`config.mk`:
```
export PLATFORM = sky130hd
export DESIGN_NAME = ptrr_store
export DESIGN_NICKNAME = d
export VERILOG_FILES = /design/src/rtl/core/ptrr_store.sv
export SDC_FILE = /design/constraint.sdc
export NUM_CORES = 2
export LEC_CHECK = 0
export BUFFER_PORTS_ARGS = -buffer_cell sky130_fd_sc_hd__buf_2
export CAP_MARGIN = 30
export CORE_UTILIZATION = 58
export DETAILED_ROUTE_END_ITERATION = 8
export PLACE_DENSITY = 0.8
export REMOVE_ABC_BUFFERS = 1
export SLEW_MARGIN = 20
export SYNTH_ARGS = -nofsm -noshare
export SYNTH_HDL_FRONTEND = slang
export SYNTH_MEMORY_MAX_BITS = 65536
export SYNTH_SLANG_ARGS = --single-unit
```
`constraint.sdc`:
```
create_clock -name aclk -period 2.5 [get_ports aclk]
set_clock_uncertainty 0.05 [all_clocks]
set_input_delay 0.125 -clock aclk [delete_from_list [all_inputs] [get_ports aclk]]
set_output_delay 0.125 -clock aclk [all_outputs]
set_load 0.02 [all_outputs]
```
`src/rtl/core/ptrr_store.sv`:
```
// Pulse store: one write port, two registered read ports, write forwarding.
// Depends on nothing but its parameters.
module ptrr_store #(
    parameter int ENTRY_COUNT = 256,
    parameter int WORD_W      = 17,
    parameter int ADDR_W      = 8
) (
    input  logic              aclk,
    input  logic              aresetn,
    input  logic              wr_en,
    input  logic [ADDR_W-1:0] wr_addr,
    input  logic [WORD_W-1:0] wr_data,
    input  logic [ADDR_W-1:0] rd_a_addr,
    input  logic [ADDR_W-1:0] rd_b_addr,
    output logic [WORD_W-1:0] rd_a_data,
    output logic [WORD_W-1:0] rd_b_data
);

    logic [WORD_W-1:0] mem [ENTRY_COUNT];
    logic [WORD_W-1:0] q_a_reg;
    logic [WORD_W-1:0] q_b_reg;
    logic [WORD_W-1:0] wd_reg;
    logic              fwd_a_reg;
    logic              fwd_b_reg;

    always_ff @(posedge aclk) begin
        if (wr_en) begin
            mem[wr_addr] <= wr_data;
        end
        q_a_reg <= mem[rd_a_addr];
        q_b_reg <= mem[rd_b_addr];
        wd_reg  <= wr_data;
    end

    // The array returns old data on a same-address write; forward the new word
    always_ff @(posedge aclk) begin
        if (!aresetn) begin
            fwd_a_reg <= 1'b0;
            fwd_b_reg <= 1'b0;
        end else begin
            fwd_a_reg <= wr_en && (wr_addr == rd_a_addr);
            fwd_b_reg <= wr_en && (wr_addr == rd_b_addr);
        end
    end

    assign rd_a_data = fwd_a_reg ? wd_reg : q_a_reg;
    assign rd_b_data = fwd_b_reg ? wd_reg : q_b_reg;

endmodule

```
==> out/metrics.cfg <==
[run_status]
status = finished with violations
violations = negative setup slack

[cts]
root_buffer = clkbuf_16
htreeDepth = 5
cts_tree = yes
path_clk_slew_ns = 0.06
cts_buffer_depth = 4
cts_buffers = 439
clkSinkCount = 4405
clk_latency_ns = 1.06

[die]
dieArea_sq_um = 356100
io_pins = 78
start_util = 0.5822
row_count = 218
die_width_um = 596.8
die_height_um = 596.8
coreArea_sq_um = 352400

[sta]
slew_headroom = 0.1841
worst_pin_slew_ns = 1.224
max_clock_freq_mhz = 301.9
hold_viol_final = 0
fin_ws_ns = -0.8120
post-route-period-util = 1.325
finalSetupViolations = 37
grt_setup_unrepaired = true
finalCriticalPeriod_ns = 3.312
slew_violations = 0

[route]
drt_wl_total_um = 769600
drc = 0
wl_per_cell_um = 43.28
drtIter0Drc = 25150
ant_nets = 0
dr.pass1.iters = 8
viasPerCell = 7.657
vias = 136100

[place]
dp_cells = 16880
place_congestion = 1.051
io_buffers = 77
pre_cts_slack_ns = -1.989
place_hpwl_um = 507700

[setup_path]
cpPeakStageDelay_ns = 0.64
path_buf_inv = 1
crit_family = simple AND/OR/NAND/NOR gates
crit_chain = mux2i_1, o221ai_1, buf_4, o32ai_1, or4_4, a2111oi_4, nand4_1, nor3_4
cp.required_ns = 3.32
endpoint_kind = flip-flop
cp_slowest_cell = nand4_1
cp.arrival_ns = 4.13
criticalPathCategory = flip-flop to flip-flop
critical_path.startpoint_type = flip-flop
crit_fanout = 2

[power]
ir_drop_mv = 0.8358
p_sw_frac = 0.2460
p_int_mw = 124.0
p_clk_frac = 0.398
total_power_mw = 164.5
cellLeakagePower_nw = 80.96
p_sw_mw = 40.45
power_density_nw_per_um2 = 676.1
seqPwrFrac = 0.497
combPwrFrac = 0.105

[cells_and_area]
ff_latch_area_sq_um = 131800
final_common_cell = edfxtp_1
largest_register_ffs = 4352
finalNetCount = 12700
instances_no_fill = 17780
multi_input_area_sq_um = 70890
area.growth.synth_to_final_pct = 18.57
regMostFlops = mem
drive_gt1_frac = 0.3917
final_cell_mix = edfxtp_1, mux4_2, buf_4, mux2i_1, clkbuf_16
fill_cells = 21500

[logic_synthesis]
yosysWarnings = 0
yosysSeqAreaShare = 0.6421
synthDistinctLibCells = 69
synth_edf_count = 4352
netlist_area_sq_um = 205200
dominantRegCellSynth = edfxtp_1
syn_avg_cell_area_sq_um = 18.70
async_flop_share = 0
ys_ff_latch = 4405
netlist_instances = 10970

[grt]
antenna_found_initial = 49
grt_first_pass_wirelength_um = 1059000
grt_pass1_vias = 135400
grt_max_degree = 105
track_usage = 0.4305
grt_overflow_total = 0

[hold_path]
hp-class = input port to flip-flop

[run]
drv_cap = 0

final timing paths:
| path | slack [ns] | to | depth (start not counted) | from |
|---|---|---|---|---|
| hold / removal | 0.04 | q_a_reg[16] | 7 | rd_a_addr[3] |
| setup / recovery | -0.81 | q_b_reg[7] | 8 | mem[102][7] |
| hold reg to reg | 1.04 | q_a_reg[10] | 6 | mem[138][10] |
| setup reg to reg | -0.81 | q_b_reg[7] | 8 | mem[102][7] |
metal layers:
metal,wire length (um),vias up,GRT usage
li1,-,50800,-
met1,235900,68810,0.5365
met2,339400,13490,0.6367
met3,119700,3020,0.1341
met4,74380,28,0.3247
met5,199,-,0.0004057
power groups by stage:
| stage | Sequential, mW | Clock (mW) | Combinational, mW |
|---|---|---|---|
| floorplan | 83.0 | 0 | 6.03 |
| global placement | 83.2 | 0 | 15.6 |
| detailed placement | 83.2 | 0 | 15.9 |
| CTS | 81.6 | 65.3 | 16.4 |
| global route | 81.6 | 67.9 | 17.3 |
| finish | 81.7 | 65.5 | 17.3 |
worst min-delay path, cell delays in order:
cell,delay (ns)
buf_6,0.16
buf_4,0.22
buf_4,0.22
o211ai_1,0.11
o31ai_1,0.10
nand3_1,0.09
nor3_2,0.05
kinds of logic (layout without fill, tap and decap cells):
group | count (synthesis) | after routing | synth area share
AO/OA/AOI/OAI | 1510 | 1510 | 0.05151
AND/OR/NAND/NOR | 1191 | 1191 | 0.02692
XOR/XNOR | 16 | 16 | 0.0006830
other | 0 | 24 | 0
multiplexers | 2934 | 2934 | 0.2535
buffers and inverters | 918 | 2971 | 0.02525
flip-flops | 4405 | 4405 | 0.6421
through the flow:
step / cell area, sq um / hold WS [ns] / util / TNS, ns
after CTS: 242300 / 0.008276 / 0.6877 / -2.566
after floorplan: 200000 / 0.1027 / - / -125.91
after global placement: 226600 / 0.4783 / 0.6429 / -42.29
after detailed placement: 226600 / 0.4737 / 0.6431 / -41.79
final: 243300 / 0.04024 / 0.6903 / -4.812
after global routing: 243200 / 0.03137 / 0.6902 / -3.468
final cells by class:
cell class | instances | share of cell area
multi-input cells | 5651 | 0.2914
repair buffers | 2144 | 0.08454
clock buffers | 541 | 0.04710
flip-flops and latches | 4405 | 0.5416
well taps | 4730 | 0.02433
clock inverters | 276 | 0.01053
inverters | 10 | 0.0002880
diodes | 24 | 0.0002469
cell usage after synthesis (10+ instances only):
library cell / number / area [sq um]
edfxtp_1: 4352 / 130700
nor3_1: 251 / 1256
or4_1: 12 / 90.09
nor2b_1: 15 / 93.84
o22ai_1: 378 / 2365
nor2_1: 354 / 1329
buf_12: 11 / 220.2
o211ai_1: 17 / 127.6
mux4_1: 21 / 551.8
buf_1: 95 / 356.6
buf_4: 107 / 803.3
clkbuf_1: 403 / 1513
nand2b_1: 11 / 68.82
a21oi_1: 283 / 1416
a22o_1: 54 / 473.0
nand2_1: 287 / 1077
mux4_2: 1772 / 39910
dfxtp_1: 53 / 1061
mux2_2: 59 / 664.4
or3_1: 25 / 156.4
o221ai_1: 336 / 2943
buf_6: 113 / 1272
xnor2_1: 14 / 122.6
buf_2: 170 / 850.8
a211oi_1: 32 / 240.2
nand4_1: 33 / 206.5
o21ai_0: 134 / 670.6
a32oi_1: 13 / 113.9
and3_1: 20 / 125.1
mux2i_1: 1078 / 10790
nand3_1: 89 / 445.4
and2_1: 11 / 68.82
o32ai_1: 26 / 227.7
a221oi_1: 72 / 630.6
nor4b_1: 10 / 87.58
a22oi_1: 91 / 683.2
nor4_1: 42 / 262.8
repair_timing:
| action | in CTS | in global routing |
|---|---|---|
| setup buffers | 20 | 18 |
| setup endpoints to repair | 59 | 34 |
| endpoints found under the hold margin | 3277 | 0 |
| gates resized for setup | 260 | 143 |
| hold buffers | 39 | 0 |
| pin swaps | 85 | 73 |
| cloned | 0 | 2 |
Note: power is estimated with default switching activity, not from simulation.
