**src/rtl/core/ptrr_pkg.sv**
```systemverilog
// Shared types and constants for the pulse timing record/replay block.
// No dependencies; every module of the block but ptrr_store imports this package.
package ptrr_pkg;

    // Operation codes carried in s_tuser
    localparam logic [1:0] OP_TICK = 2'd0;
    localparam logic [1:0] OP_REC  = 2'd1;
    localparam logic [1:0] OP_PLAY = 2'd2;

    // Run modes
    localparam logic [1:0] MODE_IDLE = 2'd0;
    localparam logic [1:0] MODE_REC  = 2'd1;
    localparam logic [1:0] MODE_PLAY = 2'd2;

    // Configuration register indexes
    localparam logic [1:0] REG_WINDOW_START  = 2'd0;
    localparam logic [1:0] REG_WINDOW_LENGTH = 2'd1;
    localparam logic [1:0] REG_REPEAT_COUNT  = 2'd2;

    localparam int CFG_INDEX_W  = 2;
    localparam int CFG_DATA_W   = 16;
    localparam int WIN_START_W  = 8;
    localparam int WIN_LENGTH_W = 9;
    localparam int REPEAT_W     = 16;
    localparam int STORED_W     = 9;

    typedef struct packed {
        logic [STORED_W-1:0] entries_stored;
        logic                playing;
        logic                recording;
        logic                drive_level;
    } ptrr_result_t;

endpackage

```
**src/rtl/core/ptrr_out_buf.sv**
```systemverilog
// Two-entry result buffer between the step logic and the master channel.
// Depends on ptrr_pkg for the result type.
module ptrr_out_buf (
    input  logic                   aclk,
    input  logic                   aresetn,
    input  logic                   push,
    input  ptrr_pkg::ptrr_result_t push_data,
    output logic                   in_ready,
    output logic                   m_valid,
    input  logic                   m_ready,
    output ptrr_pkg::ptrr_result_t m_data
);
    import ptrr_pkg::*;

    ptrr_result_t head_reg,       head_next;
    ptrr_result_t skid_reg,       skid_next;
    logic         head_valid_reg, head_valid_next;
    logic         skid_valid_reg, skid_valid_next;
    logic         pop;

    assign in_ready = !skid_valid_reg;
    assign pop      = head_valid_reg && m_ready;

    always_comb begin
        head_next       = head_reg;
        skid_next       = skid_reg;
        head_valid_next = head_valid_reg;
        skid_valid_next = skid_valid_reg;
        if (!head_valid_reg || pop) begin
            // Refill the head from the skid stage first
            if (skid_valid_reg) begin
                head_next       = skid_reg;
                head_valid_next = 1'b1;
                skid_valid_next = 1'b0;
            end else begin
                head_next       = push_data;
                head_valid_next = push;
            end
        end else if (push) begin
            skid_next       = push_data;
            skid_valid_next = 1'b1;
        end
    end

    always_ff @(posedge aclk) begin
        head_reg <= head_next;
        skid_reg <= skid_next;
    end

    always_ff @(posedge aclk) begin
        if (!aresetn) begin
            head_valid_reg <= 1'b0;
            skid_valid_reg <= 1'b0;
        end else begin
            head_valid_reg <= head_valid_next;
            skid_valid_reg <= skid_valid_next;
        end
    end

    assign m_valid = head_valid_reg;
    assign m_data  = head_reg;

    a_push_shows: assert property (@(posedge aclk) disable iff (!aresetn)
        push |=> head_valid_reg)
        else $error("pushed result not presented");

    a_skid_behind_head: assert property (@(posedge aclk) disable iff (!aresetn)
        skid_valid_reg |-> head_valid_reg)
        else $error("skid entry without head entry");

endmodule

```
**config.mk**
```make
export PLATFORM = sky130hd
export DESIGN_NAME = ptrr_out_buf
export DESIGN_NICKNAME = d
export VERILOG_FILES = /design/src/rtl/core/ptrr_pkg.sv /design/src/rtl/core/ptrr_out_buf.sv
export SDC_FILE = /design/constraint.sdc
export NUM_CORES = 1
export LEC_CHECK = 0
export ABC_AREA = 1
export BUFFER_PORTS_ARGS = -buffer_cell sky130_fd_sc_hd__buf_4
export CAP_MARGIN = 20
export CORE_ASPECT_RATIO = 0.6
export CORE_UTILIZATION = 40
export CTS_CLUSTER_DIAMETER = 30
export CTS_CLUSTER_SIZE = 12
export DETAILED_ROUTE_END_ITERATION = 8
export PLACE_DENSITY = 0.65
export SKIP_CTS_REPAIR_TIMING = 1
export SYNTH_ARGS = -nofsm -noshare
export SYNTH_HDL_FRONTEND = slang
export SYNTH_SLANG_ARGS = --single-unit
```
**constraint.sdc**
```tcl
create_clock -name aclk -period 3.1 [get_ports aclk]
set_input_delay 0.155 -clock aclk [delete_from_list [all_inputs] [get_ports aclk]]
set_output_delay 0.155 -clock aclk [all_outputs]
set_load 0.03 [all_outputs]
```
==> flow_metrics.py, run 1 <==
metrics = {
    "critical_path": {
        "critPathLaunchType": "register",
        "worstSetupPathType": "register to register",
        "endpoint_kind": "register",
        "worstRegToRegCells": 2,
        "arrival_ps": 1820,
        "worstPathMaxFanout": 13,
        "r2r_start": "m_valid$_SDFFE_PN0P_",
        "r2r_end": "skid_reg[4]$_DFFE_PP_",
        "worstPathRequired_ps": 2990,
        "reg2reg_slack_ps": 1170,
    },
    "yosys": {
        "yosys.cell_types.count": 10,
        "yosysWarnings": 0,
        "syn_nets": 90,
        "avgSynthCellArea_um2": 12.9,
        "synthCells": 74,
        "synth-seq-area-share_pct": 79.7,
        "ys_ff_latch": 26,
        "syn_area_um2": 955,
    },
    "drt": {
        "drt_first_pass_iters": 3,
        "avgViaCountPerCell": 4.28,
        "via_count": 578,
        "drt_iter0_drc": 11,
        "wl_per_cell_um": 11.3,
        "ant_nets": 0,
        "post-route-drc-count": 0,
        "totalWireLength_um": 1530,
    },
    "cells_and_area": {
        "diodes": 0,
        "drive_gt1_share_pct": 31.4,
        "nets": 122,
        "design_area_um2": 1240,
        "syn_to_final_growth_pct": 29.5,
    },
    "place": {
        "post-dp-hpwl_um": 1040,
        "dpl-instance-area_um2": 1190,
        "port_buffers": 29,
        "gp_congestion": 0.654,
    },
    "die": {
        "core-area_um2": 2210,
        "start_util_pct": 43.2,
        "die_h_um": 39.8,
        "rows": 13,
        "pin_count": 30,
        "die_w_um": 65.1,
        "die_area_um2": 2590,
    },
    "flow_run": {
        "cap_violations": 0,
    },
    "global_route": {
        "grt_pass1_vias": 489,
        "grt_use_total_pct": 12.9,
        "grt_pass1_wl_um": 2240,
        "grt_start_max_net_pins": 16,
        "antenna_found_initial": 0,
        "grt.overflow.total": 0,
    },
    "cts": {
        "cts_buffer_depth": 2,
        "numCtsBuffers": 3,
        "cts.reportedPaths.clkPinSlew_ps": 80,
        "ctsHtreeMaxLevel": 1,
        "insertion_delay_ps": 260,
        "root_buffer": "clkbuf_8",
        "cts_sinks": 26,
        "cts_tree": "built",
    },
    "timing": {
        "hold_viol": 0,
        "setup_tns_ps": 0,
        "clock_skew_ps": 4.02,
        "fmax_mhz": 517,
        "period_share_pct": 62.4,
        "tightest_slew_ps": 942,
        "post-route-min-period_ps": 1930,
        "drv_slew": 0,
        "finalSetupViolCount": 0,
        "relSlewSlack_pct": 37.0,
        "rsz0062_at_grt": "no",
    },
    "worst_hold_path": {
        "hold_depth": 1,
        "hold_start": "push_data[2]",
        "hold_path_end": "skid_reg[2]$_DFFE_PP_",
        "hp-class": "input pin to register",
    },
    "power": {
        "p_leak_uw": 0.000540,
        "peakVddDrop_mv": 0.270,
        "power_density_nw_per_um2": 551,
    },
    "run_status": {
        "outcome": "finished clean",
    },
}
## routing by layer
layer	up-vias	wire length (um)	track usage, %	share of wire, %
met3	0	118	5.81	7.7
met5	-	0	0	0
li1	307	-	-	-
met4	0	0	6.52	0
met1	249	762	14.9	50
met2	22	647	20.8	42
## cells in the mapped netlist
master / instances / area [um2]
buf_6: 1 / 11.3
buf_4: 1 / 7.51
edfxtp_1: 24 / 721
nor2_1: 3 / 11.3
dfxtp_1: 2 / 40.0
nand3_1: 1 / 5.00
inv_2: 1 / 3.75
inv_1: 2 / 7.51
nand2_1: 38 / 143
o21ai_0: 1 / 5.00
## placed cells by master, fill, tap and decap left out, drive strengths merged
cell type  synthesis  routed
nand3              1       1
clkbuf             0       3
inv                3       3
buf                2      29
o21ai              1       1
dfxtp              2       2
nand2             38      38
edfxtp            24      24
clkinv             0       1
nor2               3       3
## logic make-up (layout without fill, tap and decap cells)
| logic type | after synthesis | after routing | synth area share [%] |
|---|---|---|---|
| buffers and inverters | 5 | 36 | 3.15 |
| AND/OR/NAND/NOR | 42 | 42 | 16.6 |
| AO/OA/AOI/OAI | 1 | 1 | 0.524 |
| flip-flops | 26 | 26 | 79.7 |
## stage by stage
step	utilization [%]	hold slack (ps)	power, uW	setup WS [ps]	cells
6_report	55.9	74.8	681	1170	135
3_5_place_dp	53.8	344	508	1170	131
3_3_place_gp	53.8	343	507	1210	131
2_1_floorplan	-	254	466	1260	74
4_1_cts	55.9	65.6	690	1140	135
5_1_grt	55.9	56.9	710	989	135
## area by class of cell
cell class / count / area, um2
Multi-Input combinational cell: 43 / 164
Fill cell: 200 / 976
Tap cell: 30 / 37.5
Sequential cell: 26 / 761
Clock buffer: 3 / 41.3
Timing Repair Buffer: 29 / 218
Clock inverter: 1 / 3.75
Inverter: 3 / 11.3
## where the power goes
group	switching [uW]	internal [uW]
combinational	52.8	34.8
clock	94.1	88.4
sequential	6.32	405
## worst max-delay path, stage by stage (launching register included)
cell and delay (ps):
dfxtp_1 360, nand2_1 350, nor2_1 850
## worst max path at each step
stage                         startpoint                     end  slack [ps]  cells after the start
finish              m_valid$_SDFFE_PN0P_   skid_reg[4]$_DFFE_PP_        1170                      2
global route        m_valid$_SDFFE_PN0P_   skid_reg[4]$_DFFE_PP_         990                      2
CTS                 m_valid$_SDFFE_PN0P_   skid_reg[4]$_DFFE_PP_        1140                      2
detailed placement  m_valid$_SDFFE_PN0P_   skid_reg[4]$_DFFE_PP_        1170                      2
global placement    m_valid$_SDFFE_PN0P_  skid_reg[11]$_DFFE_PP_        1210                      2
floorplan           m_valid$_SDFFE_PN0P_   skid_reg[0]$_DFFE_PP_        1260                      2
No activity file was read; power rests on OpenSTA's default activity.
==> run 2: changes to the inputs <==
- ABC_AREA: 1 -> 0
- clock period: 3.1 -> 1.8 ns (I/O delays scaled with it)
==> flow_metrics.py, run 2 <==
metrics = {
    "timing": {
        "fmax_mhz": 759,
        "post-route-min-period_ps": 1320,
        "finalSetupViolCount": 0,
        "setup_tns_ps": 0,
        "rsz0062_at_grt": "no",
        "hold_viol": 0,
        "tightest_slew_ps": 291,
        "period_share_pct": 73.2,
        "relSlewSlack_pct": 80.6,
        "clock_skew_ps": 2.16,
        "drv_slew": 0,
    },
    "critical_path": {
        "critPathLaunchType": "register",
        "endpoint_kind": "register",
        "worstPathRequired_ps": 1820,
        "arrival_ps": 1340,
        "worstSetupPathType": "register to register",
        "worstPathMaxFanout": 8,
    },
    "cells_and_area": {
        "syn_to_final_growth_pct": 38.3,
        "drive_gt1_share_pct": 58.1,
        "n_fill_cell": 195,
        "mostFrequentLayoutCells": "buf_4, edfxtp_1, mux2_2",
        "diodes": 0,
        "final_common_cell": "buf_4",
        "fin_cells": 116,
        "nets": 103,
    },
    "global_route": {
        "antenna_found_initial": 0,
        "grt_pass1_wl_um": 2210,
        "grt_start_max_net_pins": 15,
        "grt.overflow.total": 0,
        "grt_pass1_vias": 459,
        "grt_use_total_pct": 12.7,
    },
    "die": {
        "die_area_um2": 2580,
        "rows": 13,
        "die_w_um": 64.9,
        "pin_count": 30,
        "start_util_pct": 43.0,
        "die_h_um": 39.8,
        "core-area_um2": 2210,
    },
    "yosys": {
        "yosysWarnings": 0,
        "synthCells": 46,
        "ys_top_cells_by_area": "edfxtp_1, mux2_2, dfxtp_1",
        "syn_area_um2": 951,
        "async_flop_share_pct": 0,
        "ys.flop_type": "edfxtp_1",
        "synth_top_area_share_pct": 75.8,
        "yosys.cell_types.count": 10,
        "synth_edf_count": 24,
        "synth_commonest_cells": "edfxtp_1, mux2_2, dfxtp_1, inv_1",
        "synth_top_area_cell": "edfxtp_1",
        "avgSynthCellArea_um2": 20.7,
        "synth-seq-area-share_pct": 80.0,
        "syn_nets": 62,
        "yosysMostFrequentCell": "edfxtp_1",
        "ys_ff_latch": 26,
    },
    "drt": {
        "totalWireLength_um": 1500,
        "wl_per_cell_um": 13.0,
        "avgViaCountPerCell": 4.52,
        "drt_first_pass_iters": 4,
        "highest_layer": "met3",
        "dr_wl_met3_um": 147,
        "drt-met1-wl_um": 685,
        "route.met2.wl_um": 671,
        "post-route-drc-count": 0,
        "drt_iter0_drc": 8,
        "ant_nets": 0,
        "via_count": 524,
    },
    "power": {
        "p_total_uw": 1170,
        "power_density_nw_per_um2": 890,
        "peakVddDrop_mv": 0.491,
        "p_leak_uw": 0.000508,
    },
    "cts": {
        "root_buffer": "clkbuf_8",
        "cts_tree": "built",
        "numCtsBuffers": 3,
        "cts_buffer_depth": 2,
        "cts.reportedPaths.clkPinSlew_ps": 80,
        "insertion_delay_ps": 260,
        "ctsHtreeMaxLevel": 1,
        "cts_sinks": 26,
    },
    "flow_run": {
        "cap_violations": 0,
    },
    "place": {
        "gp_congestion": 0.628,
        "post-dp-hpwl_um": 1050,
        "port_buffers": 29,
        "dp.cells": 107,
    },
    "worst_hold_path": {
        "hp-class": "input pin to register",
    },
    "run_status": {
        "outcome": "finished clean",
    },
}
==> run 2: cell count changes in the layout (fill, tap and decap cells not counted), moves of 2 or more <==
cell / delta
nor2_1: -3
buf_4: +3
nand2_1: -38
mux2_2: +12
nor2_2: +2
dlygate4sd3_1: +5
==> run 2: layer usage <==
layer / up-vias / global-route usage, %
li1: 255 / -
met1: 243 / 15.7
met2: 26 / 19.8
met3: 0 / 7.27
met4: 0 / 1.67
met5: - / 0
==> run 2: final cells by class <==
| type | count | area (um2) | area share (%) |
|---|---|---|---|
| multi-input combinational | 17 | 174 | 13.2 |
| tap | 30 | 37.5 | 2.85 |
| inverter | 2 | 7.51 | 0.571 |
| sequential | 26 | 761 | 57.8 |
| clock inverter | 1 | 3.75 | 0.285 |
| clock buffer | 3 | 41.3 | 3.14 |
| timing repair buffer | 37 | 290 | 22.1 |
==> run 2: through the flow <==
step / utilization (%) / hold WS [ps] / setup WS, ps / instance area (um2)
floorplan: - / 189 / 114 / 953
global placement: 55.1 / 276 / 510 / 1220
detailed placement: 55.1 / 279 / 465 / 1220
CTS: 57.2 / 0.359 / 455 / 1260
global route: 59.4 / 0.0147 / 423 / 1320
finish: 59.4 / 10.3 / 483 / 1320
==> run 2: critical path, stage by stage, from the launching register on <==
cell	delay, ps
dfxtp_1	490
buf_4	240
mux2_2	340
==> run 2: cells by family after synthesis <==
group | synth area share [%]
AND/OR/NAND/NOR | 3.03
AO/OA/AOI/OAI | 0.790
buffers and inverters | 1.97
multiplexers | 14.2
flip-flops | 80.0
==> run 2: final timing paths <==
kind | startpoint | endpoint | slack, ps | cells past startpoint
setup / recovery | skid_valid_reg$_SDFFE_PP0P_ | m_data[2]$_DFFE_PP_ | 480 | 2
hold / removal | push_data[2] | skid_reg[2]$_DFFE_PP_ | 10 | 1
setup reg to reg | skid_valid_reg$_SDFFE_PP0P_ | m_data[2]$_DFFE_PP_ | 480 | 2
hold reg to reg | skid_reg[3]$_DFFE_PP_ | m_data[3]$_DFFE_PP_ | 560 | 1
==> run 2: where the power goes <==
group / internal (uW) / switching (uW)
Clock: 152 / 162
Combinational: 73.9 / 80.5
Sequential: 692 / 9.36
==> run 3: changes to the inputs <==
- PLACE_DENSITY: 0.65 -> 0.68
- clock period: 1.8 -> 1.1 ns (I/O delays scaled with it)
==> flow_metrics.py, run 3 (same netlist as run 2, synthesis figures left out) <==
metrics = {
    "cts": {
        "cts.reportedPaths.clkPinSlew_ps": 90,
        "cts_sinks": 26,
        "root_buffer": "clkbuf_8",
        "cts_tree": "built",
        "cts_buffer_depth": 2,
        "ctsHtreeMaxLevel": 1,
        "numCtsBuffers": 3,
        "insertion_delay_ps": 270,
    },
    "drt": {
        "drt_iter0_drc": 2,
        "avgViaCountPerCell": 4.41,
        "ant_nets": 0,
        "totalWireLength_um": 1580,
        "post-route-drc-count": 0,
        "drt_first_pass_iters": 4,
        "wl_per_cell_um": 12.4,
        "via_count": 560,
    },
    "critical_path": {
        "cpPeakStageDelay_ps": 390,
        "critPathSlowestCell": "dfxtp_4",
        "r2r_start": "skid_valid_reg$_SDFFE_PP0P_",
        "worstRegToRegCells": 2,
        "arrival_ps": 1110,
        "path_cells": "buf_12 -> mux2_2",
        "worstPathMaxFanout": 8,
        "r2r_end": "m_data[10]$_DFFE_PP_",
        "critPathLaunchType": "register",
        "worstPathRequired_ps": 1130,
        "worstSetupPathType": "register to register",
        "reg2reg_slack_ps": 20,
        "endpoint_kind": "register",
    },
    "timing": {
        "drv_slew": 0,
        "period_share_pct": 98.3,
        "finalSetupViolCount": 0,
        "hold_viol": 0,
        "relSlewSlack_pct": 92.0,
        "clock_skew_ps": 5.99,
        "post-route-min-period_ps": 1080,
        "setup_tns_ps": 0,
        "tightest_slew_ps": 120,
        "fmax_mhz": 925,
    },
    "cells_and_area": {
        "final_common_cell": "buf_4",
        "design_area_um2": 1490,
        "syn_to_final_growth_pct": 56.3,
        "fin_util_pct": 67.2,
        "mostFrequentLayoutCells": "buf_4, edfxtp_1, mux2_2, dlygate4sd3_1, clkbuf_8",
        "diodes": 0,
        "nets": 114,
        "n_fill_cell": 172,
        "drive_gt1_share_pct": 59.8,
        "seqCellArea_um2": 768,
        "multiInputGateArea_um2": 186,
        "fin_cells": 127,
    },
    "global_route": {
        "grt_start_max_net_pins": 16,
        "grt.overflow.total": 0,
        "antenna_found_initial": 0,
        "grt_pass1_vias": 463,
        "grt_pass1_wl_um": 2150,
        "grt_use_total_pct": 12.6,
    },
    "worst_hold_path": {
        "hold_start": "aresetn",
        "hp-class": "input pin to register",
        "hold_depth": 2,
        "hold_path_end": "skid_valid_reg$_SDFFE_PP0P_",
    },
    "power": {
        "p_switching_uw": 434,
        "intPower_uw": 1770,
        "power_density_nw_per_um2": 1480,
        "p_leak_uw": 0.000583,
        "combPwrFrac_pct": 13.1,
        "peakVddDrop_mv": 0.961,
        "switching_share_pct": 19.7,
        "p_seq_share_pct": 52.1,
        "p_clk_share_pct": 34.8,
    },
    "die": {
        "core-area_um2": 2210,
        "die_w_um": 64.9,
        "pin_count": 30,
        "rows": 13,
        "start_util_pct": 43.0,
        "die_area_um2": 2580,
        "die_h_um": 39.8,
    },
    "place": {
        "port_buffers": 29,
        "post-dp-hpwl_um": 1110,
        "dpl-instance-area_um2": 1250,
        "dp.cells": 109,
        "gp_congestion": 0.612,
    },
    "flow_run": {
        "cap_violations": 0,
    },
    "run_status": {
        "outcome": "finished clean",
    },
}
run 3: cell count changes in the layout (fill, tap and decap cells not counted), sizes merged:
cell,previous run,this run
clkinv,1,0
dlygate4sd3,5,12
bufinv,0,1
buf,32,36
run 3: per-layer routing:
metal | routed length (um) | share of wire, % | global-route usage [%] | up-vias
met1 | 757 | 48 | 16.2 | 255
met3 | 114 | 7.2 | 5.52 | 0
met4 | 0 | 0 | 5.00 | 0
li1 | - | - | - | 279
met5 | 0 | 0 | 0 | -
met2 | 704 | 45 | 18.5 | 26
run 3: critical path, delay by kind of cell (launching register included):
family,cells,cell delay [ps]
multiplexers,1,330
flip-flops,1,390
buffers and inverters,1,130
run 3: cell type report:
| type | instances | area share [%] |
|---|---|---|
| timing repair buffer | 48 | 27.9 |
| multi-input combinational | 17 | 12.5 |
| clock inverter | 1 | 2.02 |
| tap | 30 | 2.53 |
| inverter | 2 | 0.505 |
| sequential | 26 | 51.7 |
| clock buffer | 3 | 2.78 |
run 3: through the flow:
stage          hold WS [ps]  total power (uW)  setup WS (ps)
6_report               42.1              2200           18.9
3_3_place_gp            243              1420          -32.0
3_5_place_dp            244              1420          -46.0
4_1_cts               -39.0              2190           -133
5_1_grt                41.8              2300          -13.5
2_1_floorplan           154              1300          -39.4
run 3: worst max-delay path by stage:
| stage | startpoint | end | cells after the start |
|---|---|---|---|
| after detailed placement | skid_valid_reg$_SDFFE_PP0P_ | m_data[4]$_DFFE_PP_ | 1 |
| after global routing | skid_valid_reg$_SDFFE_PP0P_ | m_data[6]$_DFFE_PP_ | 2 |
| after CTS | skid_valid_reg$_SDFFE_PP0P_ | in_ready | 3 |
| final | skid_valid_reg$_SDFFE_PP0P_ | m_data[10]$_DFFE_PP_ | 2 |
| after floorplan | m_valid$_SDFFE_PN0P_ | skid_reg[0]$_DFFE_PP_ | 2 |
| after global placement | skid_valid_reg$_SDFFE_PP0P_ | m_data[5]$_DFFE_PP_ | 1 |
run 3: power by group through the flow:
stage | Sequential [uW] | Combinational, uW | Clock, uW
floorplan | 1250 | 53.3 | 0
global placement | 1170 | 246 | 0
detailed placement | 1170 | 249 | 0
CTS | 1150 | 249 | 794
global route | 1150 | 307 | 838
finish | 1150 | 289 | 766
