**src/rtl/core/ptrr_pkg.sv**
```systemverilog
// Shared types and constants for the pulse timing record/replay block.
// No dependencies; every module of the block but ptrr_store imports this package.
package ptrr_pkg;

    // Operation codes carried in s_tuser
    localparam logic [1:0] OP_TICK = 2'd0;
    localparam logic [1:0] OP_REC  = 2'd1;
    localparam logic [1:0] OP_PLAY = 2'd2;

    // Run modes
    localparam logic [1:0] MODE_IDLE = 2'd0;
    localparam logic [1:0] MODE_REC  = 2'd1;
    localparam logic [1:0] MODE_PLAY = 2'd2;

    // Configuration register indexes
    localparam logic [1:0] REG_WINDOW_START  = 2'd0;
    localparam logic [1:0] REG_WINDOW_LENGTH = 2'd1;
    localparam logic [1:0] REG_REPEAT_COUNT  = 2'd2;

    localparam int CFG_INDEX_W  = 2;
    localparam int CFG_DATA_W   = 16;
    localparam int WIN_START_W  = 8;
    localparam int WIN_LENGTH_W = 9;
    localparam int REPEAT_W     = 16;
    localparam int STORED_W     = 9;

    typedef struct packed {
        logic [STORED_W-1:0] entries_stored;
        logic                playing;
        logic                recording;
        logic                drive_level;
    } ptrr_result_t;

endpackage

```
**src/rtl/core/ptrr_ctrl.sv**
```systemverilog
// Record/replay control: run state, configuration registers, store access.
// Depends on ptrr_pkg; drives the ptrr_store ports and produces one result per item.
module ptrr_ctrl #(
    parameter int ENTRY_COUNT   = 256,
    parameter int DURATION_BITS = 16,
    parameter int ADDR_W        = 8
) (
    input  logic                              aclk,
    input  logic                              aresetn,
    input  logic                              accept,
    input  logic [1:0]                        op,
    input  logic                              pin_level,
    input  logic                              cfg_we,
    input  logic [ptrr_pkg::CFG_INDEX_W-1:0]  cfg_index,
    input  logic [ptrr_pkg::CFG_DATA_W-1:0]   cfg_wdata,
    input  logic [DURATION_BITS:0]            rd_a_data,
    input  logic [DURATION_BITS:0]            rd_b_data,
    output logic [ADDR_W-1:0]                 rd_a_addr,
    output logic [ADDR_W-1:0]                 rd_b_addr,
    output logic                              wr_en,
    output logic [ADDR_W-1:0]                 wr_addr,
    output logic [DURATION_BITS:0]            wr_data,
    output ptrr_pkg::ptrr_result_t            result
);
    import ptrr_pkg::*;

    localparam int DB     = DURATION_BITS;
    localparam int IDX_MIN = $clog2(ENTRY_COUNT + 1);
    localparam int IDX_W  = (IDX_MIN > 9) ? IDX_MIN : 9;

    logic [1:0]              mode_reg,   mode_next;
    logic [DB-1:0]           tick_reg,   tick_next;
    logic [IDX_W-1:0]        index_reg,  index_next;
    logic                    level_reg,  level_next;
    logic [REPEAT_W-1:0]     passes_reg, passes_next;
    logic [STORED_W-1:0]     stored_reg, stored_next;
    logic [WIN_START_W-1:0]  ws_reg,     ws_next;
    logic [WIN_LENGTH_W-1:0] wl_reg,     wl_next;
    logic [REPEAT_W-1:0]     rc_reg,     rc_next;

    logic                    lvl;
    logic [WIN_LENGTH_W-1:0] len_eff;
    logic [WIN_LENGTH_W-1:0] len_eff_next;
    logic [IDX_W-1:0]        index_inc;
    logic [REPEAT_W-1:0]     passes_inc;
    logic [IDX_W-1:0]        pf_inc;
    logic [7:0]              pf_off;

    // (base + offset) mod ENTRY_COUNT for a 9-bit sum: restoring subtract of N<<k
    function automatic logic [ADDR_W-1:0] wrap_addr(input logic [8:0] s);
        logic [8:0] r;
        r = s;
        for (int k = 8; k >= 0; k--) begin
            if ((ENTRY_COUNT << k) <= 511) begin
                if (r >= 9'(ENTRY_COUNT << k)) begin
                    r = r - 9'(ENTRY_COUNT << k);
                end
            end
        end
        return ADDR_W'(r);
    endfunction

    assign lvl        = ~pin_level;
    assign len_eff    = (wl_reg == '0) ? WIN_LENGTH_W'(1) : wl_reg;
    assign index_inc  = index_reg + IDX_W'(1);
    assign passes_inc = passes_reg + REPEAT_W'(1);

    // Configuration
    always_comb begin
        ws_next = ws_reg;
        wl_next = wl_reg;
        rc_next = rc_reg;
        if (cfg_we) begin
            case (cfg_index)
                REG_WINDOW_START:  ws_next = cfg_wdata[WIN_START_W-1:0];
                REG_WINDOW_LENGTH: wl_next = cfg_wdata[WIN_LENGTH_W-1:0];
                REG_REPEAT_COUNT:  rc_next = cfg_wdata[REPEAT_W-1:0];
                default: ;
            endcase
        end
    end

    // Item step
    always_comb begin
        mode_next   = mode_reg;
        tick_next   = tick_reg;
        index_next  = index_reg;
        level_next  = level_reg;
        passes_next = passes_reg;
        stored_next = stored_reg;
        wr_en       = 1'b0;
        wr_addr     = index_reg[ADDR_W-1:0];
        wr_data     = {level_reg, tick_reg};
        if (accept) begin
            case (op)
                OP_REC: begin
                    mode_next   = MODE_REC;
                    index_next  = '0;
                    stored_next = '0;
                    passes_next = '0;
                    level_next  = lvl;
                    tick_next   = DB'(1);
                end
                OP_PLAY: begin
                    index_next  = '0;
                    passes_next = '0;
                    if (rc_reg == '0) begin
                        mode_next  = MODE_IDLE;
                        level_next = 1'b0;
                        tick_next  = '0;
                    end else begin
                        mode_next  = MODE_PLAY;
                        level_next = rd_b_data[DB];
                        tick_next  = rd_b_data[DB-1:0] - DB'(1);
                    end
                end
                default: begin
                    if (mode_reg == MODE_REC) begin
                        if (lvl != level_reg) begin
                            // Close the run; skip the empty run after a wrap entry
                            if (tick_reg != '0) begin
                                wr_en       = 1'b1;
                                wr_data     = {level_reg, tick_reg};
                                index_next  = index_inc;
                                stored_next = index_inc[STORED_W-1:0];
                                if (index_inc == IDX_W'(ENTRY_COUNT)) begin
                                    mode_next = MODE_IDLE;
                                end
                            end
                            level_next = lvl;
                            tick_next  = DB'(1);
                        end else if (tick_reg == '1) begin
                            // Full-length run: store a wrap entry, keep counting
                            wr_en       = 1'b1;
                            wr_data     = {level_reg, {DB{1'b0}}};
                            index_next  = index_inc;
                            stored_next = index_inc[STORED_W-1:0];
                            if (index_inc == IDX_W'(ENTRY_COUNT)) begin
                                mode_next = MODE_IDLE;
                            end
                            tick_next = '0;
                        end else begin
                            tick_next = tick_reg + DB'(1);
                        end
                    end else if (mode_reg == MODE_PLAY) begin
                        if (tick_reg != '0) begin
                            tick_next = tick_reg - DB'(1);
                        end else if (index_inc >= IDX_W'(len_eff)) begin
                            index_next  = '0;
                            passes_next = passes_inc;
                            if (passes_inc >= rc_reg) begin
                                mode_next  = MODE_IDLE;
                                level_next = 1'b0;
                            end else begin
                                level_next = rd_a_data[DB];
                                tick_next  = rd_a_data[DB-1:0] - DB'(1);
                            end
                        end else begin
                            index_next = index_inc;
                            level_next = rd_a_data[DB];
                            tick_next  = rd_a_data[DB-1:0] - DB'(1);
                        end
                    end
                end
            endcase
        end
    end

    // Prefetch from next state: port A holds the entry the next load would take,
    // port B the first window entry for a playback start.
    assign len_eff_next = (wl_next == '0) ? WIN_LENGTH_W'(1) : wl_next;
    assign pf_inc       = index_next + IDX_W'(1);
    assign pf_off       = (pf_inc >= IDX_W'(len_eff_next)) ? 8'd0 : pf_inc[7:0];
    assign rd_a_addr    = wrap_addr({1'b0, ws_next} + {1'b0, pf_off});
    assign rd_b_addr    = wrap_addr({1'b0, ws_next});

    always_comb begin
        result                = '0;
        result.recording      = (mode_next == MODE_REC);
        result.playing        = (mode_next == MODE_PLAY);
        result.entries_stored = stored_next;
        if (mode_next == MODE_REC) begin
            result.drive_level = lvl;
        end else if (mode_next == MODE_PLAY) begin
            result.drive_level = level_next;
        end
    end

    always_ff @(posedge aclk) begin
        if (!aresetn) begin
            mode_reg   <= MODE_IDLE;
            tick_reg   <= '0;
            index_reg  <= '0;
            level_reg  <= 1'b0;
            passes_reg <= '0;
            stored_reg <= '0;
            ws_reg     <= '0;
            wl_reg     <= WIN_LENGTH_W'(1);
            rc_reg     <= REPEAT_W'(1);
        end else begin
            mode_reg   <= mode_next;
            tick_reg   <= tick_next;
            index_reg  <= index_next;
            level_reg  <= level_next;
            passes_reg <= passes_next;
            stored_reg <= stored_next;
            ws_reg     <= ws_next;
            wl_reg     <= wl_next;
            rc_reg     <= rc_next;
        end
    end

    a_write_only_recording: assert property (@(posedge aclk) disable iff (!aresetn)
        wr_en |-> (mode_reg == MODE_REC))
        else $error("store written outside recording");

    a_index_in_range: assert property (@(posedge aclk) disable iff (!aresetn)
        (mode_reg == MODE_REC) |-> (index_reg < IDX_W'(ENTRY_COUNT)))
        else $error("record slot past store end");

    a_rec_start: assert property (@(posedge aclk) disable iff (!aresetn)
        (accept && (op == OP_REC)) |=> (mode_reg == MODE_REC))
        else $error("record start did not enter recording");

endmodule

```
**config.mk**
```make
export PLATFORM = sky130hd
export DESIGN_NAME = ptrr_ctrl
export DESIGN_NICKNAME = d
export VERILOG_FILES = /design/src/rtl/core/ptrr_pkg.sv /design/src/rtl/core/ptrr_ctrl.sv
export SDC_FILE = /design/constraint.sdc
export NUM_CORES = 1
export LEC_CHECK = 0
export BUFFER_PORTS_ARGS = -buffer_cell sky130_fd_sc_hd__buf_2
export CAP_MARGIN = 30
export CORE_AREA = 3 3 111 113
export CTS_BUF_LIST = sky130_fd_sc_hd__clkbuf_4
export DETAILED_ROUTE_END_ITERATION = 8
export DIE_AREA = 0 0 114 116
export GPL_ROUTABILITY_DRIVEN = 1
export PLACE_DENSITY = 0.88
export SYNTH_ARGS = -nofsm -noshare
export SYNTH_HDL_FRONTEND = slang
export SYNTH_SLANG_ARGS = --single-unit
```
**constraint.sdc**
```tcl
create_clock -name aclk -period 15.8 [get_ports aclk]
set_input_delay 2.37 -clock aclk [delete_from_list [all_inputs] [get_ports aclk]]
set_output_delay 2.37 -clock aclk [all_outputs]
set_load 0.01 [all_outputs]
```
==> impl_metrics.env, run 1 <==
export IMPL_status="finished clean"
export IMPL_htree_levels=3
export IMPL_skew_ns=0.0214
export IMPL_holdCritPathClass="reg2reg"
export IMPL_fillers=974
export IMPL_total_leakage_power_nw=3.47
export IMPL_path_clk_slew_ns=0.15
export IMPL_synth_compound_area_frac=0.207
export IMPL_antenna_cells=0
export IMPL_core_sq_um=11400
export IMPL_finish_instance_area_sq_um=7980
export IMPL_cts_root_buffer="clkbuf_4"
export IMPL_synth_xor_area_frac=0.0819
export IMPL_fp_dieH_um=116
export IMPL_crit_type="in2out"
export IMPL_met2_usage=0.516
export IMPL_final_layout_size_suffix_gt1_frac=0.153
export IMPL_place_congestion=0.971
export IMPL_end_kind="primary output"
export IMPL_period_needed_ns=11.18
export IMPL_use_met1=0.375
export IMPL_vias=7512
export IMPL_synth_main_ff_cell="dfxtp_1"
export IMPL_hold_buffers=0
export IMPL_syn_area_sq_um=7370
export IMPL_ys_seq_elements=86
export IMPL_worst_ep_arrival_time_ns=8.81
export IMPL_synth_async_reset_ratio=0
export IMPL_drt_pre_antenna_iters=7
export IMPL_start_util=0.646
export IMPL_cp_max_fo=27
export IMPL_setup_viol=0
export IMPL_nNetsFinal=1158
export IMPL_syn_avg_cell_area_sq_um=7.52
export IMPL_synth_cell_types=74
export IMPL_maxCapViolCount=0
export IMPL_drc=0
export IMPL_rows=39
export IMPL_top_usage_layer="met2"
export IMPL_relSlewSlack=0.362
export IMPL_cts_resized=0
export IMPL_antenna_found_initial=0
export IMPL_synth_simple_area_share=0.271
export IMPL_dp_hpwl_mm=15.0
export IMPL_tightest_slew_ns=0.932
export IMPL_grt_met3_usage=0.0569
export IMPL_drt_wl_total_mm=20.1
export IMPL_ys_seq_area_frac=0.233
export IMPL_grt_pass1_vias=7117
export IMPL_io_pins=113
export IMPL_rsz0062_at_grt="false"
export IMPL_numCtsBuffers=9
export IMPL_start_kind="input port"
export IMPL_final_common_cell="buf_2"
export IMPL_post_cts_buffers=0
export IMPL_mostFrequentLayoutCells="112 x buf_2, 98 x nor2_1, 92 x nand2_1"
export IMPL_place_port_buffers=112
export IMPL_hold_depth=2
export IMPL_finalHoldViolations=0
export IMPL_finalCritPeriodShare=0.708
export IMPL_synthMuxAreaShare=0.0348
export IMPL_setup_tns_final_ns=0
export IMPL_area_growth_pct=8.25
export IMPL_required_ns=13.43
export IMPL_slew_violations=0
export IMPL_synth_edff_count=0
export IMPL_synth_warning_count=0
export IMPL_dpl_cell_area_sq_um=7810
export IMPL_grt_max_degree=35
export IMPL_cts_path_max_buffers=2
export IMPL_clock_sinks=86
export IMPL_yosys_area_share_adder=0.0960
export IMPL_vias_per_cell=6.31
export IMPL_synth_top_family_by_area="simple AND/OR/NAND/NOR gates"
export IMPL_synthCells=981
export IMPL_grt_util_all_layers=0.305
export IMPL_clock_latency_ns=0.50
export IMPL_grt_ovfl_total=0
export IMPL_worst_r2r_cell_count=16
export IMPL_drt_initial_drc_count=860
export IMPL_fmax_ghz=0.0894
export IMPL_ir_worst_vdd_v=0.0000468
export IMPL_fp_dieW_um=114
export IMPL_cts_tree="yes"
export IMPL_wl_per_cell_um=16.9
export IMPL_antenna_left=0
export IMPL_grt_pass1_wl_mm=33.1
export IMPL_syn_num_nets=1096
export IMPL_die_area_sq_um=13200
export IMPL_p_per_area_nw_per_um2=73.7
## kinds of logic after synthesis
family                     Yosys count
adders and majority gates           56
AOI/OAI and AO/OA                  239
muxes                               24
DFF                                 86
and+or+nand+nor                    382
buffers and inverters              125
xor gates and xnor gates            69
## metrics by stage
step	setup slack, ns	hold slack (ns)	power [mW]	utilization	cells
2_1_floorplan	5.66	0.449	0.385	-	981
3_3_place_gp	4.97	0.460	0.431	0.684	1175
3_5_place_dp	4.72	0.470	0.435	0.684	1175
4_1_cts	4.72	0.489	0.586	0.699	1191
5_1_grt	4.07	0.508	0.619	0.699	1191
6_report	4.62	0.489	0.588	0.699	1191
## worst paths after layout
check / to / slack [ns] / start
worst max-delay path: rd_a_addr[7] / 4.62 / op[0]
worst min-delay path: rc_reg[6] / 0.49 / rc_reg[6]
worst max register to register: tick_reg[3] / 11.24 / passes_reg[0]
worst min register to register: rc_reg[6] / 0.49 / rc_reg[6]
## area by class of cell
cell class              count  area [sq um]  area share
flip-flops and latches     86          1720       0.216
clock inverters             6          93.8      0.0118
multi-input cells         770          5090       0.638
inverters                  58           218      0.0273
repair buffers            118           606      0.0759
clock buffers              10          75.1     0.00940
well taps                 143           179      0.0224
## cells in the mapped netlist, types with 5 or more instances
library cell	count	share of area
xnor2_1	37	0.044
nor2_1	98	0.050
o21bai_1	5	0.0051
nand4_1	16	0.014
nand2b_1	5	0.0042
inv_1	55	0.028
buf_6	5	0.0076
dfxtp_1	86	0.23
a211oi_1	16	0.016
nor2b_1	10	0.0085
mux2i_1	16	0.022
clkbuf_1	39	0.020
nor4_1	12	0.010
a21o_1	15	0.015
o21ai_0	49	0.033
a22o_1	7	0.0083
buf_2	8	0.0054
buf_4	12	0.012
and3_1	11	0.0093
o22ai_1	12	0.010
ha_1	55	0.093
a21oi_1	84	0.057
or4_1	8	0.0081
nand3b_1	12	0.012
mux2_2	6	0.0092
o211ai_1	5	0.0051
nand3_1	30	0.020
nand2_1	92	0.047
nor3_1	28	0.019
a31oi_1	6	0.0051
xor2_1	32	0.038
and2_1	34	0.029
## critical path: stages
cell and delay (ns):
buf_2 0.09, inv_1 0.04, ha_1 0.27, buf_4 0.29
nor2b_1 0.71, nand2_1 0.23, o311a_1 0.45, inv_2 0.12
o211ai_2 0.17, or4_1 0.56, xor2_1 0.18, ha_1 0.31
o21a_1 0.10, a2111oi_0 0.82, o21ai_0 0.36, inv_1 0.12
ha_1 0.22, a21o_1 0.18, a21oi_1 0.21, o21bai_1 0.09
a21oi_1 0.21, o21bai_1 0.10, a21oi_1 0.19, xnor2_1 0.15
xnor2_1 0.13, buf_2 0.15
## layer usage
metal / share of wire / vias to the layer above
met2: 0.48 / 380
li1: - / 3593
met5: 0 / -
met3: 0.080 / 64
met4: 0.037 / 0
met1: 0.41 / 3475
## where the power goes
group / total (mW) / switching (mW) / internal, mW / leakage, nW
Clock: 0.152 / 0.0852 / 0.0669 / 0.0872
Combinational: 0.192 / 0.116 / 0.0767 / 2.68
Sequential: 0.243 / 0.0176 / 0.226 / 0.699
Power figures use the tool's default switching activity.
==> run 2, diff against run 1 <==
Settings changed: CORE_AREA 3 3 111 113 to 3 3 121 123, DIE_AREA 0 0 114 116 to 0 0 124 126, PLACE_DENSITY 0.88 to 0.79.
Clock period 15.8 ns to 9.1 ns, I/O delays scaled along.
==> impl_metrics.env, run 2 (synthesis gave the netlist of run 1 again) <==
export IMPL_maxCapViolCount=0
export IMPL_skew_ns=0.0228
export IMPL_drt_initial_drc_count=665
export IMPL_total_power_mw=1.00
export IMPL_fmax_ghz=0.115
export IMPL_htree_levels=3
export IMPL_wl_per_cell_um=16.7
export IMPL_setup_tns_final_ns=0
export IMPL_drt_wl_total_mm=20.7
export IMPL_mostFrequentLayoutCells="112 x buf_2, 98 x nor2_1, 92 x nand2_1"
export IMPL_holdCritPathClass="reg2reg"
export IMPL_place_congestion=0.957
export IMPL_start_kind="register"
export IMPL_slew_violations=0
export IMPL_tightest_slew_ns=0.881
export IMPL_antenna_found_initial=0
export IMPL_drt_pre_antenna_iters=7
export IMPL_antenna_left=0
export IMPL_crit_type="reg2out"
export IMPL_end_kind="primary output"
export IMPL_io_pins=113
export IMPL_path_clk_slew_ns=0.17
export IMPL_rows=43
export IMPL_cpMaxStageDelayCell="or4_1"
export IMPL_finalCritPeriodShare=0.958
export IMPL_setup_viol=0
export IMPL_finish_instance_area_sq_um=8140
export IMPL_cp_max_fo=10
export IMPL_cts_path_max_buffers=2
export IMPL_p_per_area_nw_per_um2=123
export IMPL_drc=0
export IMPL_cts_tree="yes"
export IMPL_area_growth_pct=10.3
export IMPL_vias=7357
export IMPL_grt_ovfl_total=0
export IMPL_place_port_buffers=112
export IMPL_nNetsFinal=1169
export IMPL_numCtsBuffers=9
export IMPL_die_area_sq_um=15600
export IMPL_grt_util_all_layers=0.259
export IMPL_grt_pass1_vias=6588
export IMPL_antenna_cells=0
export IMPL_clock_latency_ns=0.50
export IMPL_grt_pass1_wl_mm=32.7
export IMPL_vias_per_cell=5.94
export IMPL_final_common_cell="buf_2"
export IMPL_dpl_cell_area_sq_um=7910
export IMPL_start_util=0.535
export IMPL_finalHoldViolations=0
export IMPL_period_needed_ns=8.72
export IMPL_grt_max_degree=60
export IMPL_total_leakage_power_nw=3.53
export IMPL_timing_hold_ws_ns=0.486
export IMPL_required_ns=7.74
export IMPL_fp_dieH_um=126
export IMPL_cts_root_buffer="clkbuf_4"
export IMPL_ir_worst_vdd_v=0.0000746
export IMPL_dp_hpwl_mm=15.4
export IMPL_clock_sinks=86
export IMPL_fp_dieW_um=124
export IMPL_slowest_delay_ns=0.59
export IMPL_core_sq_um=13800
export IMPL_status="finished clean"
export IMPL_relSlewSlack=0.410
export IMPL_final_layout_size_suffix_gt1_frac=0.174
export IMPL_worst_ep_arrival_time_ns=7.35
-- run 2: cell types whose count changed in the layout (fill, tap and decap cells not counted), sizes merged --
cell	previous run	this run
buf	118	129
inv	57	60
bufinv	2	0
clkbuf	10	9
-- run 2: worst max-delay path: cells and delay by family, from the launching register on --
kind,cells,cell delay [ns]
compound gates,16,3.05
xor+xnor,3,0.54
fa+ha+maj,4,1.07
buf+inv,4,0.51
flops,1,0.42
simple gates,5,1.28
-- run 2: what timing repair did --
item	in CTS	in global routing
pin swaps	1	2
gates resized for setup	2	16
buffers inserted	0	5
hold buffers	0	0
endpoints found under the setup margin	1	4
hold endpoints to repair	0	0
-- run 2: path summary, 6_finish.rpt --
kind,from,endpoint,slack (ns),cells after the start
min reg2reg,rc_reg[2],rc_reg[2],0.49,2
min,rc_reg[2],rc_reg[2],0.49,2
max reg2reg,passes_reg[0],tick_reg[7],4.60,16
max,index_reg[0],rd_a_addr[7],0.38,32
-- run 2: power breakdown --
group | total [mW] | internal (mW) | switching (mW)
Clock | 0.229 | 0.0645 | 0.164
Combinational | 0.352 | 0.148 | 0.204
Sequential | 0.421 | 0.392 | 0.0294
Total | 1.00 | 0.604 | 0.398
-- run 2: per-layer routing --
| metal | wire length, um | GRT usage | vias to the layer above |
|---|---|---|---|
| met5 | 0 | 0 | - |
| met4 | 638 | 0.0909 | 0 |
| met3 | 1360 | 0.0503 | 53 |
| met2 | 9720 | 0.422 | 258 |
| met1 | 8970 | 0.341 | 3424 |
| li1 | - | - | 3622 |
-- run 2: metrics by stage --
step           cells  utilization  worst slack (ns)
2_1_floorplan    981            -             0.968
3_3_place_gp    1218        0.574             0.630
3_5_place_dp    1218        0.574             0.463
4_1_cts         1234        0.585            0.0344
5_1_grt         1239        0.591            -0.109
6_report        1239        0.591             0.381
-- run 2: cell type report --
| cell class | instances | area, sq um |
|---|---|---|
| fillers | 1330 | 5640 |
| multi-input cells | 770 | 5130 |
| flip-flops and latches | 86 | 1730 |
| repair buffers | 129 | 688 |
| well taps | 180 | 225 |
| inverters | 58 | 218 |
| clock inverters | 7 | 72.6 |
| clock buffers | 9 | 67.6 |
